[src/hdl/odd_pkg.sv]
// Shared types and constants for the octant direction and distance block.
package odd_pkg;

    localparam int COORD_BITS_DEF = 16;
    localparam int DIST_BITS      = 17;
    localparam int HEAD_BITS      = 3;

    localparam logic [DIST_BITS-1:0] DIST_MAX = {DIST_BITS{1'b1}};

    localparam logic [HEAD_BITS-1:0] HEAD_N  = 3'd0;
    localparam logic [HEAD_BITS-1:0] HEAD_NE = 3'd1;
    localparam logic [HEAD_BITS-1:0] HEAD_E  = 3'd2;
    localparam logic [HEAD_BITS-1:0] HEAD_SE = 3'd3;
    localparam logic [HEAD_BITS-1:0] HEAD_S  = 3'd4;
    localparam logic [HEAD_BITS-1:0] HEAD_SW = 3'd5;
    localparam logic [HEAD_BITS-1:0] HEAD_W  = 3'd6;
    localparam logic [HEAD_BITS-1:0] HEAD_NW = 3'd7;

    typedef struct packed {
        logic                 valid;
        logic [HEAD_BITS-1:0] heading;
        logic                 same;
        logic                 sat;
    } side_t;

endpackage

[src/hdl/octant_direction_and_distance.sv]
// Top level: compass octant and rounded Euclidean distance between two grid positions.
//
// Usage:
//   A transfer is taken on each rising edge with start high and busy low. busy is
//   always low, so a new position pair may be offered in every cycle.
//   Each transfer gives one result: heading, same_position and distance, held on the
//   ports for exactly one cycle with done high. The receiver cannot stall; results
//   leave in the order the pairs arrived.
//   There are RB = min(COORD_BITS + 1, 17) + 1 root cells. Throughput: one pair per cycle.
//   The latency is set by the chain of square root cells, one root bit per cell,
//   after four front stages (difference, magnitudes and octant, squares, sum).
//   Reset empties the pipeline: no done strobe follows for pairs taken before it.
module octant_direction_and_distance
    import odd_pkg::*;
#(
    parameter int COORD_BITS = COORD_BITS_DEF
)
(
    input  logic                         clk,
    input  logic                         rst_n,
    input  logic                         start,
    output logic                         busy,
    input  logic signed [COORD_BITS-1:0] from_x,
    input  logic signed [COORD_BITS-1:0] from_y,
    input  logic signed [COORD_BITS-1:0] to_x,
    input  logic signed [COORD_BITS-1:0] to_y,
    output logic                         done,
    output logic [HEAD_BITS-1:0]         heading,
    output logic                         same_position,
    output logic [DIST_BITS-1:0]         distance
);

    localparam int MB = ((COORD_BITS + 1) < DIST_BITS) ? (COORD_BITS + 1) : DIST_BITS;
    localparam int SB = 2 * MB + 1;
    localparam int RB = MB + 1;
    localparam int FW = ((RB + 1) > DIST_BITS) ? (RB + 1) : DIST_BITS;

    side_t         side_f;
    logic [SB-1:0] sum_f;

    side_t           side_c [0:RB];
    logic [2*RB-1:0] s_c    [0:RB-1];
    logic [RB-1:0]   q_c    [0:RB];
    logic [RB+1:0]   r_c    [0:RB];

    logic                 done_reg;
    logic [HEAD_BITS-1:0] heading_reg;
    logic                 same_reg;
    logic [DIST_BITS-1:0] dist_reg, dist_next;
    logic [FW-1:0]        rounded;

    assign busy = 1'b0;

    odd_front #(
        .COORD_BITS (COORD_BITS),
        .MB         (MB),
        .SB         (SB)
    ) u_front (
        .clk    (clk),
        .rst_n  (rst_n),
        .load   (start && !busy),
        .from_x (from_x),
        .from_y (from_y),
        .to_x   (to_x),
        .to_y   (to_y),
        .side   (side_f),
        .sum    (sum_f)
    );

    assign side_c[0] = side_f;
    assign s_c[0]    = {1'b0, sum_f};
    assign q_c[0]    = '0;
    assign r_c[0]    = '0;

    for (genvar i = 0; i < RB; i++)
    begin : g_cell
        if (i < RB - 1)
        begin : g_mid
            odd_sqrt_cell #(.RB(RB)) u_cell (
                .clk      (clk),
                .rst_n    (rst_n),
                .side_in  (side_c[i]),
                .s_in     (s_c[i]),
                .q_in     (q_c[i]),
                .r_in     (r_c[i]),
                .side_out (side_c[i+1]),
                .s_out    (s_c[i+1]),
                .q_out    (q_c[i+1]),
                .r_out    (r_c[i+1])
            );
        end
        else
        begin : g_last
            odd_sqrt_cell #(.RB(RB)) u_cell (
                .clk      (clk),
                .rst_n    (rst_n),
                .side_in  (side_c[i]),
                .s_in     (s_c[i]),
                .q_in     (q_c[i]),
                .r_in     (r_c[i]),
                .side_out (side_c[i+1]),
                .s_out    (),
                .q_out    (q_c[i+1]),
                .r_out    (r_c[i+1])
            );
        end
    end

    // round half up: the remainder exceeds the root exactly when S > r*r + r
    always_comb
    begin
        rounded = FW'(q_c[RB]) + FW'(r_c[RB] > (RB+2)'(q_c[RB]));
        if (side_c[RB].sat || (rounded > FW'(DIST_MAX)))
        begin
            dist_next = DIST_MAX;
        end
        else
        begin
            dist_next = rounded[DIST_BITS-1:0];
        end
    end

    always_ff @(posedge clk or negedge rst_n)
    begin
        if (!rst_n)
        begin
            done_reg <= 1'b0;
        end
        else
        begin
            done_reg <= side_c[RB].valid;
        end
    end

    always_ff @(posedge clk)
    begin
        heading_reg <= side_c[RB].heading;
        same_reg    <= side_c[RB].same;
        dist_reg    <= dist_next;
    end

    assign done          = done_reg;
    assign heading       = heading_reg;
    assign same_position = same_reg;
    assign distance      = dist_reg;

endmodule

[src/hdl/odd_front.sv]
// Front pipeline: difference, magnitudes, octant, squares and sum of squares.
module odd_front
    import odd_pkg::*;
#(
    parameter int COORD_BITS = COORD_BITS_DEF,
    parameter int MB         = ((COORD_BITS + 1) < DIST_BITS) ? (COORD_BITS + 1) : DIST_BITS,
    parameter int SB         = 2 * MB + 1
)
(
    input  logic                         clk,
    input  logic                         rst_n,
    input  logic                         load,
    input  logic signed [COORD_BITS-1:0] from_x,
    input  logic signed [COORD_BITS-1:0] from_y,
    input  logic signed [COORD_BITS-1:0] to_x,
    input  logic signed [COORD_BITS-1:0] to_y,
    output side_t                        side,
    output logic [SB-1:0]                sum
);

    localparam int DW = COORD_BITS + 1;
    localparam int CW = (DW > DIST_BITS) ? DW : DIST_BITS;

    logic                 v0_reg;
    logic signed [DW-1:0] dx_reg, dy_reg;
    side_t                side1_reg, side1_next;
    logic [MB-1:0]        axc_reg, ayc_reg, axc_next, ayc_next;
    side_t                side2_reg;
    logic [2*MB-1:0]      sqx_reg, sqy_reg;
    side_t                side3_reg;
    logic [SB-1:0]        sum_reg;

    logic [DW-1:0] ax, ay;
    logic [CW-1:0] ax_w, ay_w;
    logic          dx_zero, dy_zero, dx_neg, dy_neg, x_dom, y_dom;
    logic [HEAD_BITS-1:0] horiz, vert, diag;

    always_comb
    begin
        dx_neg  = dx_reg[DW-1];
        dy_neg  = dy_reg[DW-1];
        dx_zero = (dx_reg == '0);
        dy_zero = (dy_reg == '0);
        ax      = dx_neg ? (~dx_reg + DW'(1)) : dx_reg;
        ay      = dy_neg ? (~dy_reg + DW'(1)) : dy_reg;
        ax_w    = CW'(ax);
        ay_w    = CW'(ay);
        x_dom   = ({1'b0, ax} >= {ay, 1'b0});
        y_dom   = ({1'b0, ay} >= {ax, 1'b0});
        horiz   = dx_neg ? HEAD_W : HEAD_E;
        vert    = dy_neg ? HEAD_N : HEAD_S;
        if (dx_neg)
        begin
            diag = dy_neg ? HEAD_NW : HEAD_SW;
        end
        else
        begin
            diag = dy_neg ? HEAD_NE : HEAD_SE;
        end

        side1_next.valid = v0_reg;
        side1_next.same  = dx_zero && dy_zero;
        side1_next.sat   = (ax_w > CW'(DIST_MAX)) || (ay_w > CW'(DIST_MAX));
        if (dx_zero)
        begin
            side1_next.heading = (dy_neg || dy_zero) ? HEAD_N : HEAD_S;
        end
        else if (dy_zero)
        begin
            side1_next.heading = horiz;
        end
        else if (x_dom)
        begin
            side1_next.heading = horiz;
        end
        else if (y_dom)
        begin
            side1_next.heading = vert;
        end
        else
        begin
            side1_next.heading = diag;
        end
        // saturated magnitudes only feed a distance that is forced to the maximum
        axc_next = ax_w[MB-1:0];
        ayc_next = ay_w[MB-1:0];
    end

    always_ff @(posedge clk or negedge rst_n)
    begin
        if (!rst_n)
        begin
            v0_reg    <= 1'b0;
            side1_reg <= '0;
            side2_reg <= '0;
            side3_reg <= '0;
        end
        else
        begin
            v0_reg    <= load;
            side1_reg <= side1_next;
            side2_reg <= side1_reg;
            side3_reg <= side2_reg;
        end
    end

    always_ff @(posedge clk)
    begin
        dx_reg  <= $signed({to_x[COORD_BITS-1], to_x}) - $signed({from_x[COORD_BITS-1], from_x});
        dy_reg  <= $signed({to_y[COORD_BITS-1], to_y}) - $signed({from_y[COORD_BITS-1], from_y});
        axc_reg <= axc_next;
        ayc_reg <= ayc_next;
        sqx_reg <= axc_reg * axc_reg;
        sqy_reg <= ayc_reg * ayc_reg;
        sum_reg <= SB'(sqx_reg) + SB'(sqy_reg);
    end

    assign side = side3_reg;
    assign sum  = sum_reg;

endmodule

[src/hdl/odd_sqrt_cell.sv]
// One cell of the square root chain: settles one root bit per cycle.
module odd_sqrt_cell
    import odd_pkg::*;
#(
    parameter int RB = 18
)
(
    input  logic            clk,
    input  logic            rst_n,
    input  side_t           side_in,
    input  logic [2*RB-1:0] s_in,
    input  logic [RB-1:0]   q_in,
    input  logic [RB+1:0]   r_in,
    output side_t           side_out,
    output logic [2*RB-1:0] s_out,
    output logic [RB-1:0]   q_out,
    output logic [RB+1:0]   r_out
);

    side_t           side_reg;
    logic [2*RB-1:0] s_reg, s_next;
    logic [RB-1:0]   q_reg, q_next;
    logic [RB+1:0]   r_reg, r_next;
    logic [RB+1:0]   r_sh, trial;
    logic            ge;

    always_comb
    begin
        r_sh   = {r_in[RB-1:0], s_in[2*RB-1 -: 2]};
        trial  = {q_in, 2'b01};
        ge     = (r_sh >= trial);
        r_next = ge ? (r_sh - trial) : r_sh;
        q_next = {q_in[RB-2:0], ge};
        s_next = {s_in[2*RB-3:0], 2'b00};
    end

    always_ff @(posedge clk or negedge rst_n)
    begin
        if (!rst_n)
        begin
            side_reg <= '0;
        end
        else
        begin
            side_reg <= side_in;
        end
    end

    always_ff @(posedge clk)
    begin
        s_reg <= s_next;
        q_reg <= q_next;
        r_reg <= r_next;
    end

    assign side_out = side_reg;
    assign s_out    = s_reg;
    assign q_out    = q_reg;
    assign r_out    = r_reg;

endmodule

[config.mk]
export PLATFORM = sky130hd
export DESIGN_NAME = octant_direction_and_distance
export DESIGN_NICKNAME = d
export VERILOG_FILES = /design/src/hdl/odd_pkg.sv /design/src/hdl/octant_direction_and_distance.sv /design/src/hdl/odd_front.sv /design/src/hdl/odd_sqrt_cell.sv
export SDC_FILE = /design/constraint.sdc
export NUM_CORES = 2
export LEC_CHECK = 0
export BUFFER_PORTS_ARGS = -buffer_cell sky130_fd_sc_hd__buf_2
export CORE_ASPECT_RATIO = 1.1
export CORE_UTILIZATION = 25
export CTS_BUF_LIST = sky130_fd_sc_hd__clkbuf_4 sky130_fd_sc_hd__clkbuf_8
export DETAILED_ROUTE_END_ITERATION = 12
export GPL_TIMING_DRIVEN = 1
export PLACE_DENSITY = 0.48
export SLEW_MARGIN = 20
export SYNTH_ARGS = -nofsm -noshare
export SYNTH_HDL_FRONTEND = slang
export SYNTH_HIERARCHICAL = 1
export SYNTH_SLANG_ARGS = --single-unit
[constraint.sdc]
create_clock -name clk -period 7.25 [get_ports clk]
set_input_delay 0.725 -clock clk [delete_from_list [all_inputs] [get_ports clk]]
set_output_delay 0.725 -clock clk [all_outputs]
set_load 0.02 [all_outputs]
==> impl_metrics.env <==
export IMPL_grt_max_degree=81
export IMPL_die_area_um2=294000
export IMPL_drc_errors=0
export IMPL_timing_setup_tns_ns=0
export IMPL_crit_top_cell="fa_1"
export IMPL_wl_per_cell_um=13.9
export IMPL_cts_buffers=218
export IMPL_clkLatencyLatePin_ns=0.99
export IMPL_crit_start="u_front/axc_reg[10]$_DFF_P_"
export IMPL_io_pins=90
export IMPL_cts_sinks=1274
export IMPL_initial_core_util_pct=25.2
export IMPL_cp_slowest_cell="dfxtp_1"
export IMPL_synth_avg_cell_area_um2=10.2
export IMPL_reg2reg_from="u_front/axc_reg[10]$_DFF_P_"
export IMPL_grt_pass1_wl_um=262000
export IMPL_min_delay_start="to_y[8]"
export IMPL_drt_iter0_markers=2010
export IMPL_antenna_found_initial=2
export IMPL_cts_tree="yes"
export IMPL_end_kind="register"
export IMPL_finalMaxSlewViolations=0
export IMPL_drt_wl_total_um=159000
export IMPL_cts_root_buf="clkbuf_8"
export IMPL_gp_congestion=0.875
export IMPL_clkTransAtPathRegs_ns=0.06
export IMPL_portBuffers=88
export IMPL_via_per_inst=4.20
export IMPL_die_x_um=517
export IMPL_hold_slack_ns=0.154
export IMPL_hp_class="in2reg"
export IMPL_cts_htree_levels=4
export IMPL_path_buf_inv=4
export IMPL_layoutNonFillerInstCount=11500
export IMPL_cp_required_ns=8.07
export IMPL_antenna_left=0
export IMPL_final_hold_viol_count=0
export IMPL_cp_arrival_ns=7.66
export IMPL_cp_top_family="adder cells"
export IMPL_final_cell_mix="1140 x dfxtp_1, 1102 x inv_1, 697 x ha_1, 512 x nand2_1, 386 x fa_1"
export IMPL_drive_gt1_share_pct=14.6
export IMPL_rsz0062_at_grt="no"
export IMPL_fp_coreArea_um2=290000
export IMPL_grt_overflow_total=0
export IMPL_firstDrtPassIters=5
export IMPL_final_common_cell="dfxtp_1"
export IMPL_syn2layout_area_growth_pct=13.6
export IMPL_final_setup_skew_ns=0.111
export IMPL_finalSetupViolCount=0
export IMPL_yosysWarnings=6
export IMPL_grt_usage_pct=10.9
export IMPL_fp_row_count=207
export IMPL_cp_start_kind="register"
export IMPL_reg2reg_depth=22
export IMPL_path_cells="buf_4 > nand2_1 > fa_1 > inv_1 > fa_1 > fa_1 > fa_1 > fa_1 > inv_1 > fa_1 > inv_1 > ha_1 > a21o_1 > a21oi_1 > nor2_1 > a311oi_1 > nor2b_1 > a41oi_1 > a21oi_1 > a211oi_1 > a21oi_1 > xor2_1"
export IMPL_dp_cells=11100
export IMPL_num_vias=48300
export IMPL_max_slew_margin_pct=39.5
export IMPL_layout_min_cycle_time_ns=6.84
export IMPL_crit_type="reg2reg"
export IMPL_dpl_hpwl_um=128000
export IMPL_syn_inst=7163
export IMPL_grt_pass1_vias=51100
export IMPL_critPathMaxFanout=10
export IMPL_fin_util_pct=28.6
export IMPL_fmax_mhz=146
export IMPL_hold_depth=3
export IMPL_path_depth=22
export IMPL_syn_area_um2=72900
export IMPL_fp_dieH_um=568
export IMPL_fin_nets=8580
export IMPL_drv_cap=0
export IMPL_fin_crit_sh_pct=94.3
export IMPL_cpPeakStageDelay_ns=0.57
export IMPL_worstMarginPinSlew_ns=0.901
export IMPL_status="finished clean"
export IMPL_cts_max_path_buffers=3
-- metal layers --
metal | track usage (%) | share of wire [%] | wire, um
met2 | 20.5 | 52 | 83300
met4 | 3.90 | 2.9 | 4690
met1 | 12.2 | 42 | 66900
met3 | 1.67 | 2.9 | 4570
met5 | 0 | 0 | 0
-- worst min-delay path: stages --
cell     delay (ns)
buf_2          0.08
ha_1           0.19
xnor2_1        0.08
-- path summary, 6_finish.rpt --
path / endpoint / slack (ns)
min: u_front/dy_reg[8]$_DFF_P_ / 0.15
min in group asynchronous: u_front/side2_reg[3]$_DFF_PN0_ / 0.34
min reg2reg: g_cell[0].g_mid.u_cell/s_out[20]$_DFF_P_ / 0.28
max in group asynchronous: g_cell[17].g_last.u_cell/side_out[0]$_DFF_PN0_ / 5.65
max reg2reg: u_front/sqx_reg[32]$_DFF_P_ / 0.41
max: u_front/sqx_reg[32]$_DFF_P_ / 0.41
-- per-stage QoR --
stage / cell area (um2) / setup slack (ns)
finish: 82800 / 0.410
global route: 82800 / 0.00931
CTS: 82800 / 0.0995
detailed placement: 77700 / 0.169
global placement: 77700 / 0.245
floorplan: 73200 / 0.983
-- final cells by class --
cell class	instances	area, um2
Multi-Input combinational cell	4666	41700
Clock inverter	59	659
Clock buffer	341	4220
Inverter	1102	4140
Sequential cell	1274	26200
Fill cell	30400	207000
Antenna cell	7	17.5
Tap cell	3866	4840
Timing Repair Buffer	168	1110
-- what timing repair did --
action | CTS | global route
gates resized for setup | 0 | 7
endpoints found under the hold margin | 101 | 0
endpoints found under the setup margin | 0 | 4
hold buffers | 25 | 0
setup buffers | 0 | 0
Power is not shown: default switching activity piles up to over one toggle a cycle in this logic, so the estimate is an artifact.
